## src/design/rmmit_pkg.sv

```systemverilog
package rmmit_pkg;

  localparam int unsigned MAX_ELEMENTS = 1024;
  localparam int unsigned NODE_COUNT   = 2 * MAX_ELEMENTS;
  localparam int unsigned IDX_W        = $clog2(MAX_ELEMENTS);
  localparam int unsigned NODE_W       = $clog2(NODE_COUNT);
  localparam int unsigned CNT_W        = IDX_W + 1;
  localparam int unsigned SPAN_W       = NODE_W + 1;
  localparam int unsigned VAL_W        = 32;

  typedef enum logic [1:0] {
    OP_WRITE = 2'd0,
    OP_READ  = 2'd1,
    OP_SWAP  = 2'd2,
    OP_QUERY = 2'd3
  } op_e;

  typedef enum logic [3:0] {
    ST_CLEAR,
    ST_IDLE,
    ST_DISPATCH,
    ST_LEAF_WR,
    ST_UP_RD,
    ST_UP_WR,
    ST_SW_RD,
    ST_SW_CAP,
    ST_SW_NEXT,
    ST_RD_RD,
    ST_RD_CAP,
    ST_Q_RD,
    ST_Q_CMB,
    ST_FINISH
  } state_e;

  typedef struct packed {
    logic signed [VAL_W-1:0] val;
    logic [IDX_W-1:0]        pos;
    logic                    vld;
  } ent_t;

  typedef struct packed {
    logic signed [VAL_W-1:0] mnv;
    logic [IDX_W-1:0]        mnp;
    logic signed [VAL_W-1:0] mxv;
    logic [IDX_W-1:0]        mxp;
    logic                    vld;
  } node_t;

  typedef struct packed {
    logic                    found;
    logic signed [VAL_W-1:0] min_value;
    logic [IDX_W-1:0]        min_position;
    logic signed [VAL_W-1:0] max_value;
    logic [IDX_W-1:0]        max_position;
    logic                    ignored;
  } res_t;

  typedef struct packed {
    logic load;
    logic clr;
    logic leaf_wr;
    logic up_rd;
    logic up_wr;
    logic sw_rd;
    logic sw_cap;
    logic sw_next;
    logic rd_rd;
    logic rd_cap;
    logic q_init;
    logic q_rd;
    logic q_cmb;
    logic fin;
  } cmd_t;

  typedef struct packed {
    logic clr_busy;
    op_e  op;
    logic bad_write;
    logic bad_swap;
    logic q_empty;
    logic k_root;
    logic second;
    logic q_more;
  } sts_t;

  function automatic ent_t pick_min(ent_t a, ent_t b);
    ent_t r;
    if (!b.vld) r = a;
    else if (!a.vld) r = b;
    else r = ($signed(a.val) <= $signed(b.val)) ? a : b;
    return r;
  endfunction

  function automatic ent_t pick_max(ent_t a, ent_t b);
    ent_t r;
    if (!b.vld) r = a;
    else if (!a.vld) r = b;
    else r = ($signed(a.val) >= $signed(b.val)) ? a : b;
    return r;
  endfunction

  function automatic ent_t min_of(node_t n);
    ent_t r;
    r.val = n.mnv;
    r.pos = n.mnp;
    r.vld = n.vld;
    return r;
  endfunction

  function automatic ent_t max_of(node_t n);
    ent_t r;
    r.val = n.mxv;
    r.pos = n.mxp;
    r.vld = n.vld;
    return r;
  endfunction

endpackage

```

## src/design/rmmit_ctrl.sv

```systemverilog
module rmmit_ctrl import rmmit_pkg::*; (
  input  logic clk_i,
  input  logic rst_ni,
  input  logic in_valid_i,
  output logic in_ready_o,
  input  logic out_ready_i,
  output logic out_valid_o,
  input  sts_t sts_i,
  output cmd_t cmd_o
);

  state_e state_q, state_d;
  logic   out_valid_q, out_free;

  assign out_free    = ~out_valid_q | out_ready_i;
  assign out_valid_o = out_valid_q;

  always_ff @(posedge clk_i or negedge rst_ni) begin
    if (!rst_ni) begin
      state_q     <= ST_CLEAR;
      out_valid_q <= 1'b0;
    end else begin
      state_q <= state_d;
      if (cmd_o.fin) out_valid_q <= 1'b1;
      else if (out_ready_i) out_valid_q <= 1'b0;
    end
  end

  always_comb begin
    state_d    = state_q;
    cmd_o      = '0;
    in_ready_o = 1'b0;
    case (state_q)
      ST_CLEAR: begin
        if (sts_i.clr_busy) cmd_o.clr = 1'b1;
        else state_d = ST_IDLE;
      end
      ST_IDLE: begin
        in_ready_o = 1'b1;
        if (in_valid_i) begin
          cmd_o.load = 1'b1;
          state_d    = ST_DISPATCH;
        end
      end
      ST_DISPATCH: begin
        case (sts_i.op)
          OP_WRITE: state_d = sts_i.bad_write ? ST_FINISH : ST_LEAF_WR;
          OP_READ:  state_d = ST_RD_RD;
          OP_SWAP:  state_d = sts_i.bad_swap ? ST_FINISH : ST_SW_RD;
          OP_QUERY: begin
            cmd_o.q_init = ~sts_i.q_empty;
            state_d      = sts_i.q_empty ? ST_FINISH : ST_Q_RD;
          end
          default: state_d = ST_FINISH;
        endcase
      end
      ST_LEAF_WR: begin
        cmd_o.leaf_wr = 1'b1;
        state_d       = ST_UP_RD;
      end
      ST_UP_RD: begin
        cmd_o.up_rd = 1'b1;
        state_d     = ST_UP_WR;
      end
      ST_UP_WR: begin
        cmd_o.up_wr = 1'b1;
        if (!sts_i.k_root) state_d = ST_UP_RD;
        else if (sts_i.second) state_d = ST_SW_NEXT;
        else state_d = ST_FINISH;
      end
      ST_SW_RD: begin
        cmd_o.sw_rd = 1'b1;
        state_d     = ST_SW_CAP;
      end
      ST_SW_CAP: begin
        cmd_o.sw_cap = 1'b1;
        state_d      = ST_LEAF_WR;
      end
      ST_SW_NEXT: begin
        cmd_o.sw_next = 1'b1;
        state_d       = ST_LEAF_WR;
      end
      ST_RD_RD: begin
        cmd_o.rd_rd = 1'b1;
        state_d     = ST_RD_CAP;
      end
      ST_RD_CAP: begin
        cmd_o.rd_cap = 1'b1;
        state_d      = ST_FINISH;
      end
      ST_Q_RD: begin
        cmd_o.q_rd = 1'b1;
        state_d    = ST_Q_CMB;
      end
      ST_Q_CMB: begin
        cmd_o.q_cmb = 1'b1;
        state_d     = sts_i.q_more ? ST_Q_RD : ST_FINISH;
      end
      ST_FINISH: begin
        if (out_free) begin
          cmd_o.fin = 1'b1;
          state_d   = ST_IDLE;
        end
      end
      default: state_d = ST_IDLE;
    endcase
  end

endmodule

```

## config.mk

```make
export PLATFORM = sky130hd
export DESIGN_NAME = rmmit_ctrl
export DESIGN_NICKNAME = d
export VERILOG_FILES = /design/src/design/rmmit_pkg.sv /design/src/design/rmmit_ctrl.sv
export SDC_FILE = /design/constraint.sdc
export NUM_CORES = 1
export LEC_CHECK = 0
export BUFFER_PORTS_ARGS = -buffer_cell sky130_fd_sc_hd__buf_2
export CAP_MARGIN = 20
export CELL_PAD_IN_SITES_DETAIL_PLACEMENT = 1
export CELL_PAD_IN_SITES_GLOBAL_PLACEMENT = 1
export CORE_ASPECT_RATIO = 1.1
export CORE_MARGIN = 1
export CORE_UTILIZATION = 33
export CTS_CLUSTER_DIAMETER = 150
export DETAILED_ROUTE_END_ITERATION = 8
export PLACE_DENSITY = 0.94
export SLEW_MARGIN = 20
export SYNTH_ARGS = -nofsm -noshare
export SYNTH_HDL_FRONTEND = slang
export SYNTH_SLANG_ARGS = --single-unit
```

## constraint.sdc

```tcl
create_clock -name clk_i -period 2.6 [get_ports clk_i]
set_input_delay 0 -clock clk_i [delete_from_list [all_inputs] [get_ports clk_i]]
set_output_delay 0 -clock clk_i [all_outputs]
set_load 0.05 [all_outputs]
```

==> flow_summary.ini <==
[grt]
grt_total_ovfl = 0
vias_in_the_first_global_route = 625
grt_start_max_net_pins = 20
grt_pass1_wl_um = 2770
gr-usage-all-layers_pct = 18.7
initial_antenna_violation_count = 0

[pwr]
p_leak_nw = 0.358
power.ir.vdd_worst_mv = 0.632
total_power_uw = 924
total_power_per_unit_cell_area_nw_per_um2 = 1280

[synth]
synthesis.area_um2 = 604
synthesis.instances = 77
synth_top_flop_cell = dfrtp_1
number_of_synthesized_flops_with_an_enable_pin = 0
library_cell_with_the_largest_summed_area_after_synthesis = dfrtp_1
synth_nets = 90
flip_flop_and_latch_count_after_synthesis = 5
syn-mean-instance-area_um2 = 7.85
synth_top_cells_by_area = dfrtp_1 (21%), clkbuf_8 (6.8%), nor2_1 (6.8%), nand2b_1 (6.2%), nor3_1 (5.8%)
asyncSetResetFlopFracSynth_pct = 100
netlist-cell-type-count = 32
synth-seq-area-share_pct = 20.7
synth_top_area_share_pct = 20.7
ys.warnings.count = 0

[status]
outcome = finished, final reports clean

[timing]
maxSlewViolCount = 0
max_freq_mhz = 553
finalWorstPathRequiredPeriod_ps = 1810
timing_worst_slew_pin_value_ps = 600
grt_setup_unrepaired = false
slew-limit-headroom_pct = 60.0
report.final.setup_viol = 0
final.setup_skew_ps = 0.0891
finalWorstSetupSlack_ps = 791
post-route-period-util_pct = 69.6
hold_ws_ps = 81.0
hold_violations = 0
setup_tns_ps = 0

[floorplanning]
die_width_um = 42.8
floorplan.die_area_um2 = 2010
design.portCount = 29
design.core.area_um2 = 1630
fp-row-count = 15
dieHeight_um = 46.9
initial_utilization_pct = 37.0

[worst_setup_path]
category_of_the_most_critical_setup_path = flip-flop to primary output
endpoint_kind = primary output
cp_max_fo = 17
timing.critical_path.arrival_ps = 1810
slowest_library_cell_on_the_worst_path = dfrtp_1
cp-start-kind = flip-flop
critPathMaxStageDelay_ps = 660
worstPathCellList = nand2b_1, nor3_1, and2_1, buf_2
required_ps = 2600

[detailed_routing]
viasPerCell = 5.45
post-route-drc-count = 0
wl_per_cell_um = 13.9
route.final.wire_length_um = 1670
firstDrtPassIters = 3
detailedRoute.firstIterationViolations = 4
postRouteAntennaNets = 0
route.vias.total = 654

[final_layout]
fillers = 218
postLayoutCoreUtil_pct = 44.2
finish.net_count = 117
drive_above_1_share_pct = 37.9
areaGrowthSynthToFinish_pct = 19.5
antennaDiodeCount = 0

[clock_network]
ctsRootBufferMaster = clkbuf_4
tritoncts_clock_tree = done
numClockSinks = 5
cells_resized_by_post_cts_repair = 0
insertion_delay_ps = 240
cts.htree.levels = 1
clk_transition_reported_paths_ps = 50
post-cts-setup-buffers = 0
cts_inserted_buffers = 3
cts-hold-fix-buffers = 1
clockBufferDepth = 2

[place]
place_ws_ps = 1060
dp.final_hpwl_um = 1290
final_estimated_routing_congestion_in_global_placement = 0.770
place.port_buffers = 28

[flow_run]
drv_cap = 0

[min_path]
hold_class = input pin to flip-flop
synth_stat cells (2+ instances only):
library cell / n
a21oi_1: 5
a22oi_1: 2
buf_6: 3
clkbuf_8: 3
dfrtp_1: 5
nand2_1: 7
nand2b_1: 6
nor2_1: 11
nor3_1: 7
o21ai_0: 2
o21ai_2: 2
o21bai_1: 2
o221ai_1: 2
or2b_1: 2
layout make-up:
class                   count  area, µm²  area share, %
inverters                   1       3.75          0.520
clock buffers               4       26.3           3.64
repair buffers             29        150           20.8
multi-input cells          64        395           54.8
flip-flops and latches      5        125           17.3
well taps                  17       21.3           2.95
cells in the final DEF, fill, tap and decap left out, drive strengths merged, types with 3 or more instances in the layout:
master   n
nor3     7
nand2b   7
o21ai    4
nor2    11
nand2    7
or2b     3
clkbuf   4
dfrtp    5
a21oi    5
buf     28
layer usage:
metal | global-route usage (%) | part of all wire [%] | vias up | wire length, µm
met1 | 20.7 | 43 | 300 | 726
met3 | 3.08 | 5.3 | 2 | 89
met4 | 7.50 | 0.84 | 0 | 14
met2 | 36.1 | 50 | 27 | 841
met5 | 0 | 0 | - | 0
li1 | - | - | 325 | -
registers in the layout (all words and copies together), names as in the netlist:
| register | count |
|---|---|
| out_valid_o | 1 |
| state_q | 4 |
stage by stage:
step	cell area (µm²)	cells
floorplan	604	77
global placement	686	115
detailed placement	686	115
CTS	722	120
global route	722	120
finish	722	120
worst paths after layout:
path                             startpoint           to  slack, ps  cells after the start
worst max-delay path             state_q[0]    cmd_o[13]        790                      4
worst min-delay path            out_ready_i  out_valid_o         80                      3
worst max register to register   state_q[2]   state_q[1]       1080                      4
worst min register to register  out_valid_o  out_valid_o        700                      2
max in group asynchronous            rst_ni   state_q[0]       2360                      2
min in group asynchronous            rst_ni   state_q[3]        110                      2
where the power goes:
part	total, mW	switching, mW	leakage [nW]	internal (mW)
logic	0.585	0.382	0.281	0.203
clock network	0.0924	0.0343	0.0150	0.0582
registers	0.246	0.134	0.0619	0.112
worst max-delay path: cells and delay by family (launching register included):
family	cells	cell delay (ps)
buf+inv	1	250
flops	1	660
simple gates	3	650
logic make-up (layout without fill, tap and decap cells):
family	after synthesis	count (layout)	synth area share [%]
AO/OA/AOI/OAI	19	19	22.4
buffers and inverters	8	34	13.9
flip-flops	5	5	20.7
multiplexers	1	1	1.66
AND/OR/NAND/NOR	44	44	41.4
(Power assumes the default switching activity.)
